===== src/hw/rtl/vsar_pkg.sv =====
// Package for the video scroll and address registers.
// Holds the operation codes, address field masks and fetch address bases.
// Used by vram_scroll_address_registers; depends on nothing.
package vsar_pkg;

    typedef enum logic [3:0] {
        OP_CTRL_WR   = 4'd0,
        OP_MASK_WR   = 4'd1,
        OP_SCROLL_WR = 4'd2,
        OP_ADDR_WR   = 4'd3,
        OP_DATA      = 4'd4,
        OP_STATUS_RD = 4'd5,
        OP_INC_X     = 4'd6,
        OP_INC_Y     = 4'd7,
        OP_XFER_X    = 4'd8,
        OP_XFER_Y    = 4'd9
    } t_op;

    localparam int unsigned ADDR_W = 15;
    localparam int unsigned ACC_W  = 14;

    localparam logic [ADDR_W-1:0] HORIZ_BITS = 15'h041F;
    localparam logic [ADDR_W-1:0] VERT_BITS  = 15'h7BE0;

    localparam logic [4:0] COARSE_MAX      = 5'd31;
    localparam logic [4:0] COARSE_Y_LAST   = 5'd29;
    localparam logic [2:0] FINE_Y_MAX      = 3'd7;

    localparam logic [ACC_W-1:0] TILE_BASE = 14'h2000;
    localparam logic [ACC_W-1:0] ATTR_BASE = 14'h23C0;

endpackage


===== src/hw/rtl/vram_scroll_address_registers.sv =====
// Current and temporary video address, fine X scroll and write toggle.
// Decodes bus and render-timing requests and forms the fetch addresses.
// Depends on vsar_pkg.
//
//  Channel | Direction | Handshake           | Payload
//  --------+-----------+---------------------+-------------------------------------------
//  in      | into      | i_valid / o_stall   | i_op, i_value
//  out     | out of    | o_valid / i_stall   | o_current_address, o_access_address,
//          |           |                     | o_fine_scroll_x, o_second_write_next,
//          |           |                     | o_tile_fetch_address, o_attribute_fetch_address
//
// A request is registered in the input stage, and its result in the address state and o_valid.
// One request is accepted in every cycle while the result side does not stall.
// The rate is set by the single register update of the address state per cycle.
// Reset clears the address state, the toggle, the enables and both valid flags.
// A stalled result holds, and the input stage fills before o_stall rises.
module vram_scroll_address_registers (
    input  logic        i_clk,
    input  logic        i_rst_n,
    input  logic        i_valid,
    output logic        o_stall,
    input  logic [3:0]  i_op,
    input  logic [7:0]  i_value,
    output logic        o_valid,
    input  logic        i_stall,
    output logic [14:0] o_current_address,
    output logic [13:0] o_access_address,
    output logic [2:0]  o_fine_scroll_x,
    output logic        o_second_write_next,
    output logic [13:0] o_tile_fetch_address,
    output logic [13:0] o_attribute_fetch_address
);

    logic        r_in_valid;
    logic [3:0]  r_op;
    logic [7:0]  r_value;
    logic        r_out_valid;
    logic [13:0] r_access;

    logic [14:0] r_cur;
    logic [14:0] r_tmp;
    logic [2:0]  r_fine_x;
    logic        r_toggle;
    logic        r_step_32;
    logic        r_show_bg;
    logic        r_show_spr;

    logic [14:0] n_cur;
    logic [14:0] n_tmp;
    logic [2:0]  n_fine_x;
    logic        n_toggle;
    logic        n_step_32;
    logic        n_show_bg;
    logic        n_show_spr;
    logic [13:0] n_access;

    logic        advance;
    logic        process;
    logic        rendering;
    logic [14:0] inc_x;
    logic [14:0] inc_y;
    logic [4:0]  cy;
    logic [4:0]  n_cy;

    assign advance   = !r_out_valid || !i_stall;
    assign process   = r_in_valid && advance;
    assign o_stall   = r_in_valid && !advance;
    assign rendering = r_show_bg || r_show_spr;

    always_ff @(posedge i_clk) begin
        if (!i_rst_n) begin
            r_in_valid <= 1'b0;
        end else if (!o_stall) begin
            r_in_valid <= i_valid;
        end
    end

    always_ff @(posedge i_clk) begin
        if (!o_stall && i_valid) begin
            r_op    <= i_op;
            r_value <= i_value;
        end
    end

    always_comb begin
        if (r_cur[4:0] == vsar_pkg::COARSE_MAX) begin
            inc_x = {r_cur[14:11], ~r_cur[10], r_cur[9:5], 5'd0};
        end else begin
            inc_x = r_cur + 15'd1;
        end
    end

    always_comb begin
        cy = r_cur[9:5];
        priority if (cy == vsar_pkg::COARSE_Y_LAST || cy == vsar_pkg::COARSE_MAX) begin
            n_cy = 5'd0;
        end else begin
            n_cy = cy + 5'd1;
        end
        if (r_cur[14:12] != vsar_pkg::FINE_Y_MAX) begin
            inc_y = r_cur + 15'h1000;
        end else if (cy == vsar_pkg::COARSE_Y_LAST) begin
            inc_y = {3'd0, ~r_cur[11], r_cur[10], n_cy, r_cur[4:0]};
        end else begin
            inc_y = {3'd0, r_cur[11:10], n_cy, r_cur[4:0]};
        end
    end

    always_comb begin
        n_cur      = r_cur;
        n_tmp      = r_tmp;
        n_fine_x   = r_fine_x;
        n_toggle   = r_toggle;
        n_step_32  = r_step_32;
        n_show_bg  = r_show_bg;
        n_show_spr = r_show_spr;
        n_access   = '0;
        unique case (r_op)
            vsar_pkg::OP_CTRL_WR: begin
                n_tmp     = {r_tmp[14:12], r_value[1:0], r_tmp[9:0]};
                n_step_32 = r_value[2];
            end
            vsar_pkg::OP_MASK_WR: begin
                n_show_bg  = r_value[3];
                n_show_spr = r_value[4];
            end
            vsar_pkg::OP_SCROLL_WR: begin
                if (!r_toggle) begin
                    n_fine_x = r_value[2:0];
                    n_tmp    = {r_tmp[14:5], r_value[7:3]};
                end else begin
                    n_tmp = {r_value[2:0], r_tmp[11:10], r_value[7:3], r_tmp[4:0]};
                end
                n_toggle = !r_toggle;
            end
            vsar_pkg::OP_ADDR_WR: begin
                if (!r_toggle) begin
                    n_tmp = {1'b0, r_value[5:0], r_tmp[7:0]};
                end else begin
                    n_tmp = {r_tmp[14:8], r_value};
                    n_cur = {r_tmp[14:8], r_value};
                end
                n_toggle = !r_toggle;
            end
            vsar_pkg::OP_DATA: begin
                n_access = r_cur[13:0];
                n_cur    = r_cur + (r_step_32 ? 15'd32 : 15'd1);
            end
            vsar_pkg::OP_STATUS_RD: begin
                n_toggle = 1'b0;
            end
            vsar_pkg::OP_INC_X: begin
                if (rendering) begin
                    n_cur = inc_x;
                end
            end
            vsar_pkg::OP_INC_Y: begin
                if (rendering) begin
                    n_cur = inc_y;
                end
            end
            vsar_pkg::OP_XFER_X: begin
                if (rendering) begin
                    n_cur = (r_cur & ~vsar_pkg::HORIZ_BITS) | (r_tmp & vsar_pkg::HORIZ_BITS);
                end
            end
            vsar_pkg::OP_XFER_Y: begin
                if (rendering) begin
                    n_cur = (r_cur & ~vsar_pkg::VERT_BITS) | (r_tmp & vsar_pkg::VERT_BITS);
                end
            end
            default: begin
            end
        endcase
    end

    always_ff @(posedge i_clk) begin
        if (!i_rst_n) begin
            r_cur       <= '0;
            r_tmp       <= '0;
            r_fine_x    <= '0;
            r_toggle    <= 1'b0;
            r_step_32   <= 1'b0;
            r_show_bg   <= 1'b0;
            r_show_spr  <= 1'b0;
            r_out_valid <= 1'b0;
        end else begin
            if (advance) begin
                r_out_valid <= r_in_valid;
            end
            if (process) begin
                r_cur      <= n_cur;
                r_tmp      <= n_tmp;
                r_fine_x   <= n_fine_x;
                r_toggle   <= n_toggle;
                r_step_32  <= n_step_32;
                r_show_bg  <= n_show_bg;
                r_show_spr <= n_show_spr;
            end
        end
    end

    always_ff @(posedge i_clk) begin
        if (process) begin
            r_access <= n_access;
        end
    end

    assign o_valid                   = r_out_valid;
    assign o_current_address         = r_cur;
    assign o_access_address          = r_access;
    assign o_fine_scroll_x           = r_fine_x;
    assign o_second_write_next       = r_toggle;
    assign o_tile_fetch_address      = vsar_pkg::TILE_BASE | {2'b00, r_cur[11:0]};
    assign o_attribute_fetch_address = vsar_pkg::ATTR_BASE
                                     | {2'b00, r_cur[11:10], 4'd0, r_cur[9:7], r_cur[4:2]};

    a_status_clears_toggle: assert property (@(posedge i_clk) disable iff (!i_rst_n)
        (process && r_op == vsar_pkg::OP_STATUS_RD) |=> !r_toggle)
        else $error("Toggle still set after a status read.");

    a_idle_render_holds: assert property (@(posedge i_clk) disable iff (!i_rst_n)
        (process && !rendering && (r_op == vsar_pkg::OP_INC_X || r_op == vsar_pkg::OP_INC_Y
            || r_op == vsar_pkg::OP_XFER_X || r_op == vsar_pkg::OP_XFER_Y)) |=> $stable(r_cur))
        else $error("Current address changed by a render request while rendering is off.");

    a_access_zero: assert property (@(posedge i_clk) disable iff (!i_rst_n)
        (process && r_op != vsar_pkg::OP_DATA) |=> (r_access == '0))
        else $error("Access address not zero for a request other than a data access.");

    a_state_holds_while_stalled: assert property (@(posedge i_clk) disable iff (!i_rst_n)
        (r_out_valid && i_stall) |=> ($stable(r_cur) && $stable(r_tmp) && $stable(r_toggle)))
        else $error("Address state moved while the result was stalled.");

    a_stall_needs_pending: assert property (@(posedge i_clk) disable iff (!i_rst_n)
        o_stall |-> (r_in_valid && r_out_valid && i_stall))
        else $error("Input stalled without a pending request behind a stalled result.");

endmodule

===== config.mk =====
export PLATFORM = sky130hd
export DESIGN_NAME = vram_scroll_address_registers
export DESIGN_NICKNAME = d
export VERILOG_FILES = /design/src/hw/rtl/vsar_pkg.sv /design/src/hw/rtl/vram_scroll_address_registers.sv
export SDC_FILE = /design/constraint.sdc
export NUM_CORES = 1
export LEC_CHECK = 0
export BUFFER_PORTS_ARGS = -buffer_cell sky130_fd_sc_hd__buf_2
export CAP_MARGIN = 20
export CORE_MARGIN = 2
export CORE_UTILIZATION = 40
export DETAILED_ROUTE_END_ITERATION = 6
export GPL_ROUTABILITY_DRIVEN = 0
export PLACE_DENSITY_LB_ADDON = 0.12
export SLEW_MARGIN = 10
export SYNTH_ARGS = -nofsm -noshare
export SYNTH_HDL_FRONTEND = slang
export SYNTH_SLANG_ARGS = --single-unit
export TNS_END_PERCENT = 50

===== constraint.sdc =====
create_clock -name i_clk -period 2.44 [get_ports i_clk]
set_input_delay 0.122 -clock i_clk [delete_from_list [all_inputs] [get_ports i_clk]]
set_output_delay 0.122 -clock i_clk [all_outputs]
set_load 0.1 [all_outputs]

== Yosys cells after proc, flatten, opt, wreduce, memory -nomap -nowiden ==
Cells that the tools add are included.

* Bits in registers: 65
* Input port bits: 16
* Output and inout bits: 63
* Logic and storage cells: 95

* Add/sub/neg operators: 4
* Equal/unequal tests: 24
* Muxes and demuxes: 15
* Bitwise operators: 7
* Reductions and logical operators: 28

{| class="wikitable"
|+ Operators with widths
! cell !! number
|-
| 15-bit 2-to-1 mux || 9
|-
| 15-bit one-hot mux with 6 select lines || 1
|-
| 15-bit one-hot mux with 3 select lines || 1
|-
| 2-bit inequality test, second input constant || 10
|-
| 4-bit by 3-bit == test with 1-bit output, second input constant || 4
|-
| 8-bit AND reduction || 2
|-
| 15-bit by 1-bit adder with 15-bit output, second input constant || 1
|-
| 15-bit by 13-bit adder with 15-bit output, second input constant || 1
|-
| 15-bit by 6-bit adder with 15-bit output || 1
|-
| 5-bit == test, second input constant || 3
|-
| 11-bit by 15-bit OR with 15-bit output || 1
|-
| 15-bit by 11-bit OR with 15-bit output || 1
|-
| 5-bit AND reduction || 3
|-
| 12-bit 2-to-1 mux || 1
|-
| 9-bit AND reduction || 1
|-
| 4-bit by 2-bit == test with 1-bit output, second input constant || 2
|-
| 4-bit == test, second input constant || 2
|-
| 6-bit 2-to-1 mux || 1
|-
| 3-bit inequality test, second input constant || 2
|-
| 2-bit AND reduction || 3
|-
| 2-bit nonzero test || 3
|-
| 6-bit nonzero test || 1
|-
| 5-bit by 1-bit adder with 5-bit output, second input constant || 1
|-
| 1-bit zero test || 5
|-
| 10 further kinds || 18
|}

== Logic depth before layout (Yosys ltp) ==
Gate-level depths: netlist of run 1.

* Word-level depth: 7
* Gate-level depth with buffers: 9
* Mapped depth without buffers: 8

== Worst setup path before layout of run 1 ==
OpenSTA, ideal clock, no wires.

* Kind: register -> register
* From: reg r_cur[12] (netlist: o_current_address[12])
* To: reg r_cur[8] (netlist: o_current_address[8])
* Library setup time: 0.124 ns
* Arrival: 2.688 ns
* Data required time: 2.316 ns
* Path slack: -0.372 ns
* Stages on the path, launching flop included: 8
* Path buffers: 0
* Clock period less this slack: 2.812 ns
* Cells stage by stage: dfxtp_1 ha_1 ha_1 nor2b_1 nor2_1 nor4_1 and4b_1 o32ai_1

* Longest elaborated chain between the ends: 4

{| class="wikitable"
|+ Ends and longest elaborated chain
! element !! line !! text
|-
| start, declared || vram_scroll_address_registers.sv:40 || <nowiki>logic [14:0] r_cur;</nowiki>
|-
| start signal, assigned || vram_scroll_address_registers.sv:192 || <nowiki>r_cur <= n_cur;</nowiki>
|-
| 3-bit inequality test || vram_scroll_address_registers.sv:100 || <nowiki>if (r_cur[14:12] != vsar_pkg::FINE_Y_MAX) begin</nowiki>
|-
| 15-bit 2-to-1 mux || vram_scroll_address_registers.sv:100 ||
|-
| 15-bit 2-to-1 mux || vram_scroll_address_registers.sv:158 || <nowiki>if (rendering) begin</nowiki>
|-
| 15-bit one-hot mux with 6 select lines || vram_scroll_address_registers.sv:118 || <nowiki>unique case (r_op)</nowiki>
|}

No other way between the ends. The select of a mux whose other input is x is not followed.
A chain may end at the register's enable or synchronous reset.

== Final worst setup path of run 1 ==
* From: reg r_op[2]
* To: reg r_cur[14] (netlist: o_current_address[14])

* Longest elaborated chain between the ends: 3
* Elaborated cells on any way between the ends: 15
* Classes of those cells: 12 x eq/ne; 1 x mux; 2 x reduce/logical

{| class="wikitable"
|+ Ends and longest elaborated chain
! element !! line !! text
|-
| start, declared || vram_scroll_address_registers.sv:35 || <nowiki>logic [3:0] r_op;</nowiki>
|-
| start signal, assigned || vram_scroll_address_registers.sv:80 || <nowiki>r_op <= i_op;</nowiki>
|-
| 4-bit == test, or another cell as far along || vram_scroll_address_registers.sv:118 ||
|-
| 6-bit nonzero test (no line) / 2-bit inequality test (equally long branches) || n/a ||
|-
| 8-bit AND reduction (no line) || n/a ||
|}

Parallel ways exist; a longest one is shown, timed or not.

==> metrics, run 1 <==
Main synth FF type=dfxtp_1; CTS tree=built; Final Non-Filler Cells=670; Yosys cell types=69; status=finished clean; Max Fclk=428 MHz; sequential share of the synthesized area=39.5%; mapped cell area=3950 sq um; Ant. Diodes=0; crit-path max cell delay=560 ps; die area=10700 sq um; nets=559; synth-to-layout area growth=19.7%; routed len/inst=17.3 um; gr usage total=22.5%; H-tree levels=3; Clock Path Buffers=2; leak pwr=1.88 nW; Chip Width=103 um; Buffers on Ports=70; RSZ-0062 raised after global routing=no; placed cell count=643; vias in the first global route=3472; Starting Density=40.8%; I/O pin count=79; clock tree sinks=65; metal2 WL=5.31 mm; highest metal layer with signal wires=met4; met3 wire len=1.05 mm; Synth Register Bits=65; Critical Path RT=2700 ps; Via density=5.81; final number of setup-violating endpoints=0; Met1 Wirelength=4.85 mm; final WL=11.6 mm; final period utilization=95.7%; critical path type=flip-flop to flip-flop; Worst EP arrival=2590 ps; clock skew=7.93 ps; Post-DRT Antenna Nets=0; DR vias=3896; drt initial violations=385; Post-CTS Setup Bufs=0; largest net degree at the start of global routing=25; pwr dens=523 nW/um^2; Root Buffer=clkbuf_8; Post-route DRC=0; Final Hold Viols=0; Setup TNS=0 ps; CTS buffer count=9; Avg Cell Area, Syn=8.53 sq um; die height=103 um; CP max FO=12; initial antenna violation count=0; core area=9680 sq um; Post-synth EDFFs=26; first-pass GRT wire length=18.4 mm; Max Cap Viol=0; async set-reset flop share out of synthesis=0%; crit-path cells=buf_4 > or3b_2 > o21ai_1 > nor2_1 > or3_1 > a21oi_1; final max-slew violation count=0; Overflow after GRT=0; WHS=47.6 ps; CP Capture Type=flip-flop; Final HPWL DP=8.57 mm; Hold Path Class=primary input to flip-flop; Max rail drop VDD=0.372 mV; Slew @ Worst Pin=698 ps; CP max stage cell=or3b_2; DRT Pass-1 Iters=5; row count=36; DP Worst Slack=64.8 ps; Ys Warns=0; fin crit period=2330 ps; Clk Latency, worst-skew pair=340 ps; Setup crit start kind=flip-flop; worst setup margin=105 ps; Mapped Cells=463; Worst-path clk slew=70 ps; share of layout cells above drive strength 1=25.0%; slew margin rel.=53.2%
-- cells in the final DEF, fill, tap and decap left out, types with 6 or more instances in the layout --
master and n:
ha_1 9, buf_2 70, o21ai_0 23, edfxtp_1 26, buf_4 30, nor2_1 46, and3_1 6, a21oi_1 35
a31oi_1 11, and2_1 13, dlygate4sd3_1 13, nand2_1 35, nor3_1 21, mux2i_1 7, nand3_1 13, a22oi_1 11
conb_1 8, dfxtp_2 8, dfxtp_1 31, clkbuf_8 9, o211ai_1 7, inv_1 7
-- worst max-delay path: cells and delay by family, from the launching register on --
family                 cells  cell delay (ps)
AO/OA/AOI/OAI              2              570
buffers and inverters      1              210
flip-flops                 1              460
AND/OR/NAND/NOR            3             1020
-- cells in the mapped netlist, types with 9 or more instances --
library cell / instances / area [sq um]
nor2_1: 47 / 176
dfxtp_1: 39 / 781
a21oi_1: 35 / 175
nand2_1: 35 / 131
buf_4: 28 / 210
clkbuf_1: 26 / 97.6
edfxtp_1: 26 / 781
o21ai_0: 23 / 115
nor3_1: 21 / 105
and2_1: 13 / 81.3
nand3_1: 13 / 65.1
a22oi_1: 11 / 82.6
a31oi_1: 11 / 68.8
ha_1: 9 / 113
-- power by group --
group	total (W)	internal [W]	switching [W]
registers	0.00119	0.00116	0.0000315
clock network	0.000865	0.000456	0.000409
logic	0.000419	0.000109	0.000310
total	0.00247	0.00172	0.000750
-- flip-flops by register name, summed over array words and instances, names as in the netlist --
signal               count
r_step_32                1
r_value                  8
o_fine_scroll_x          3
r_in_valid               1
o_access_address        14
r_op                     4
r_show_spr               1
o_current_address       15
o_second_write_next      1
r_tmp                   15
r_show_bg                1
o_valid                  1
-- timing repair --
action	in CTS	in global routing
setup endpoints to repair	0	8
hold buffers	13	0
resized for setup	0	4
endpoints found under the hold margin	13	0
-- path summary, 6_finish.rpt --
check                                       start                            endpoint  slack (ps)  cells past startpoint
setup reg to reg                r_op[2]$_DFFE_PP_  o_current_address[14]$_SDFFE_PN0P_         110                      6
hold / removal                            i_stall                o_valid$_SDFFE_PN0N_          50                      3
hold reg to reg   o_fine_scroll_x[0]$_SDFFE_PN0P_     o_fine_scroll_x[0]$_SDFFE_PN0P_         450                      2
setup / recovery                r_op[2]$_DFFE_PP_  o_current_address[14]$_SDFFE_PN0P_         110                      6
-- through the flow --
stage / utilization (%) / instance area (sq um) / power, W
finish: 48.8 / 4730 / 0.00247
global route: 48.8 / 4730 / 0.00257
CTS: 48.6 / 4700 / 0.00249
detailed placement: 45.4 / 4400 / 0.00161
global placement: 45.4 / 4400 / 0.00160
floorplan: - / 3980 / 0.00152
-- metal layers --
metal  vias to the layer above  track usage (%)
li1                       1849                -
met1                      1775             30.6
met2                       236             34.8
met3                        36             3.76
met4                         0             10.9
met5                         -                0
-- logic make-up after synthesis --
family	Yosys count	share of synthesized area, %
flip-flops	65	39.5
multiplexers	7	1.77
buffers and inverters	67	9.16
other	2	0.190
AND/OR/NAND/NOR	171	22.0
adder cells (fa/ha/maj)	9	2.85
AO/OA/AOI/OAI	137	23.4
XOR/XNOR	5	1.11
-- final cells by class --
cell class / count / area (sq um)
multi-input combinational: 337 / 2080
clock buffer: 10 / 128
fill: 936 / 4960
timing repair buffer: 113 / 706
sequential: 65 / 1570
tap: 133 / 166
clock inverter: 4 / 46.3
inverter: 8 / 30.0
Note: power is estimated with default switching activity, not from simulation.
==> run 2, diff against run 1 <==
- HOLD_SLACK_MARGIN: default -> 0.1
==> run 2 against run 1 <==
Against the previous run: the run now ends with design-rule violations left; first-iteration DRC count decreased by 1.6%; clock power hardly changed; routed wire length up 0.22%; fmax down 0.48%; register-to-register slack about the same; sequential cell count unchanged; power barely moved; clock skew fell by 0.77 ps; global-route usage unchanged; non-clock buffer count grew 1; critical path type unchanged.
==> metrics, run 2 (same netlist as run 1, synthesis figures left out) <==
most frequent cells in the layout=buf_2, nor2_1, nand2_1, a21oi_1, dfxtp_1 (unchanged); Ant. Diodes=0 (unchanged); die area=10700 sq um (unchanged); Root Buffer=clkbuf_8 (unchanged); final WL=11.6 mm (about the same); first-pass GRT wire length=18.4 mm (unchanged); clock tree sinks=65 (unchanged); Via density=5.78 (was 5.81); initial antenna violation count=0 (unchanged); Setup TNS=0 ps (unchanged); H-tree levels=3 (unchanged); DP Worst Slack=64.8 ps (unchanged); Chip Width=103 um (unchanged); Max rail drop VDD=0.371 mV (was 0.372 mV); final number of setup-violating endpoints=0 (unchanged); Worst EP arrival=2600 ps (was 2590 ps); fin crit period=2350 ps (was 2330 ps); GRT Max-Usage Layer=met2 (unchanged); largest net degree at the start of global routing=25 (unchanged); CP max FO=12 (unchanged); M3 GR Usage=3.76% (unchanged); Buffers on Ports=70 (unchanged); I/O pin count=79 (unchanged); core area=9680 sq um (unchanged); Worst-path clk slew=70 ps (about the same); clock skew=7.16 ps (was 7.93 ps); synth-to-layout area growth=19.9% (was 19.7%); Setup crit start kind=flip-flop (unchanged); Slew @ Worst Pin=725 ps (was 698 ps); Clock Path Buffers=2 (unchanged); Max Cap Viol=0 (unchanged); row count=36 (unchanged); DRT Pass-1 Iters=7 (was 5); worst setup margin=93.8 ps (was 105 ps); drt initial violations=379 (was 385); pwr dens=521 nW/um^2 (was 523 nW/um^2); RSZ-0062 raised after global routing=no (unchanged); CTS tree=built (unchanged); status=finished with violations (was finished clean); commonest non-fill, non-tap cell in the layout=buf_2 (unchanged); Hold Path Class=primary input to flip-flop (unchanged); CTS buffer count=9 (unchanged); leak pwr=1.89 nW (was 1.88 nW); met2 GRT Util=34.8% (unchanged); routed len/inst=17.3 um (about the same); final period utilization=96.2% (was 95.7%); die height=103 um (unchanged); share of layout cells above drive strength 1=24.9% (was 25.0%); Final HPWL DP=8.57 mm (unchanged); Starting Density=40.8% (unchanged); Overflow after GRT=0 (unchanged); Critical Path RT=2700 ps (about the same); failing checks=design-rule violations; met1 usage=30.6% (unchanged); critical path type=flip-flop to flip-flop (unchanged); slew margin rel.=51.4% (was 53.2%); Post-DRT Antenna Nets=0 (unchanged); vias in the first global route=3472 (unchanged); Clk Latency, worst-skew pair=340 ps (about the same); Final Hold Viols=0 (unchanged); final max-slew violation count=0 (unchanged); gr usage total=22.5% (unchanged); DR vias=3881 (was 3896); nets=560 (was 559); Post-route DRC=3 (was 0); Max Fclk=426 MHz (was 428 MHz); CP Capture Type=flip-flop (unchanged)
run 2: where the power goes:
part	leakage (nW)	total [W]	switching (W)	internal (W)
combinational	1.23	0.000420	0.000310	0.000110
sequential	0.575	0.00119	0.0000314	0.00116
clock	0.0856	0.000863	0.000407	0.000456
total	1.89	0.00247	0.000748	0.00172
run 2: final timing paths:
path | start | slack [ps] | cells past startpoint | endpoint
setup / recovery | r_op[2]$_DFFE_PP_ | 90 | 6 | o_current_address[14]$_SDFFE_PN0P_
hold / removal | i_rst_n | 120 | 2 | o_current_address[0]$_SDFFE_PN0P_
setup reg to reg | r_op[2]$_DFFE_PP_ | 90 | 6 | o_current_address[14]$_SDFFE_PN0P_
hold reg to reg | o_fine_scroll_x[0]$_SDFFE_PN0P_ | 450 | 2 | o_fine_scroll_x[0]$_SDFFE_PN0P_
run 2: per-stage QoR:
step | hold WS [ps] | cell area, sq um | std cells | util (%) | total power [W]
floorplan | 221 | 3980 | 469 | - | 0.00152
global placement | 299 | 4400 | 643 | 45.4 | 0.00160
detailed placement | 300 | 4400 | 643 | 45.4 | 0.00161
CTS | 113 | 4710 | 671 | 48.7 | 0.00249
global route | 121 | 4740 | 671 | 48.9 | 0.00257
finish | 116 | 4740 | 671 | 48.9 | 0.00247
run 2: metal layers:
metal	vias up	share of wire [%]
li1	1837	-
met5	-	0
met3	33	8.5
met1	1786	43
met2	225	45
met4	0	3.5
run 2: area by class of cell:
type / instances / area [sq um]
clock buffer: 10 / 128
clock inverter: 4 / 46.3
fill: 935 / 4950
inverter: 8 / 30.0
multi-input combinational: 337 / 2080
sequential: 65 / 1570
tap: 133 / 166
timing repair buffer: 114 / 716
run 2: what timing repair did:
item                       CTS  global route
resized for setup            0             4
setup endpoints to repair    0             8
hold buffers                14             0
setup buffers                0             0
hold endpoints to repair    14             0
run 2: critical path, cell delays in order (launching register included):
cell and delay, ps:
edfxtp_1 460, buf_4 210, or3b_2 560, o21ai_1 440, nor2_1 90, or3_1 370
a21oi_1 140
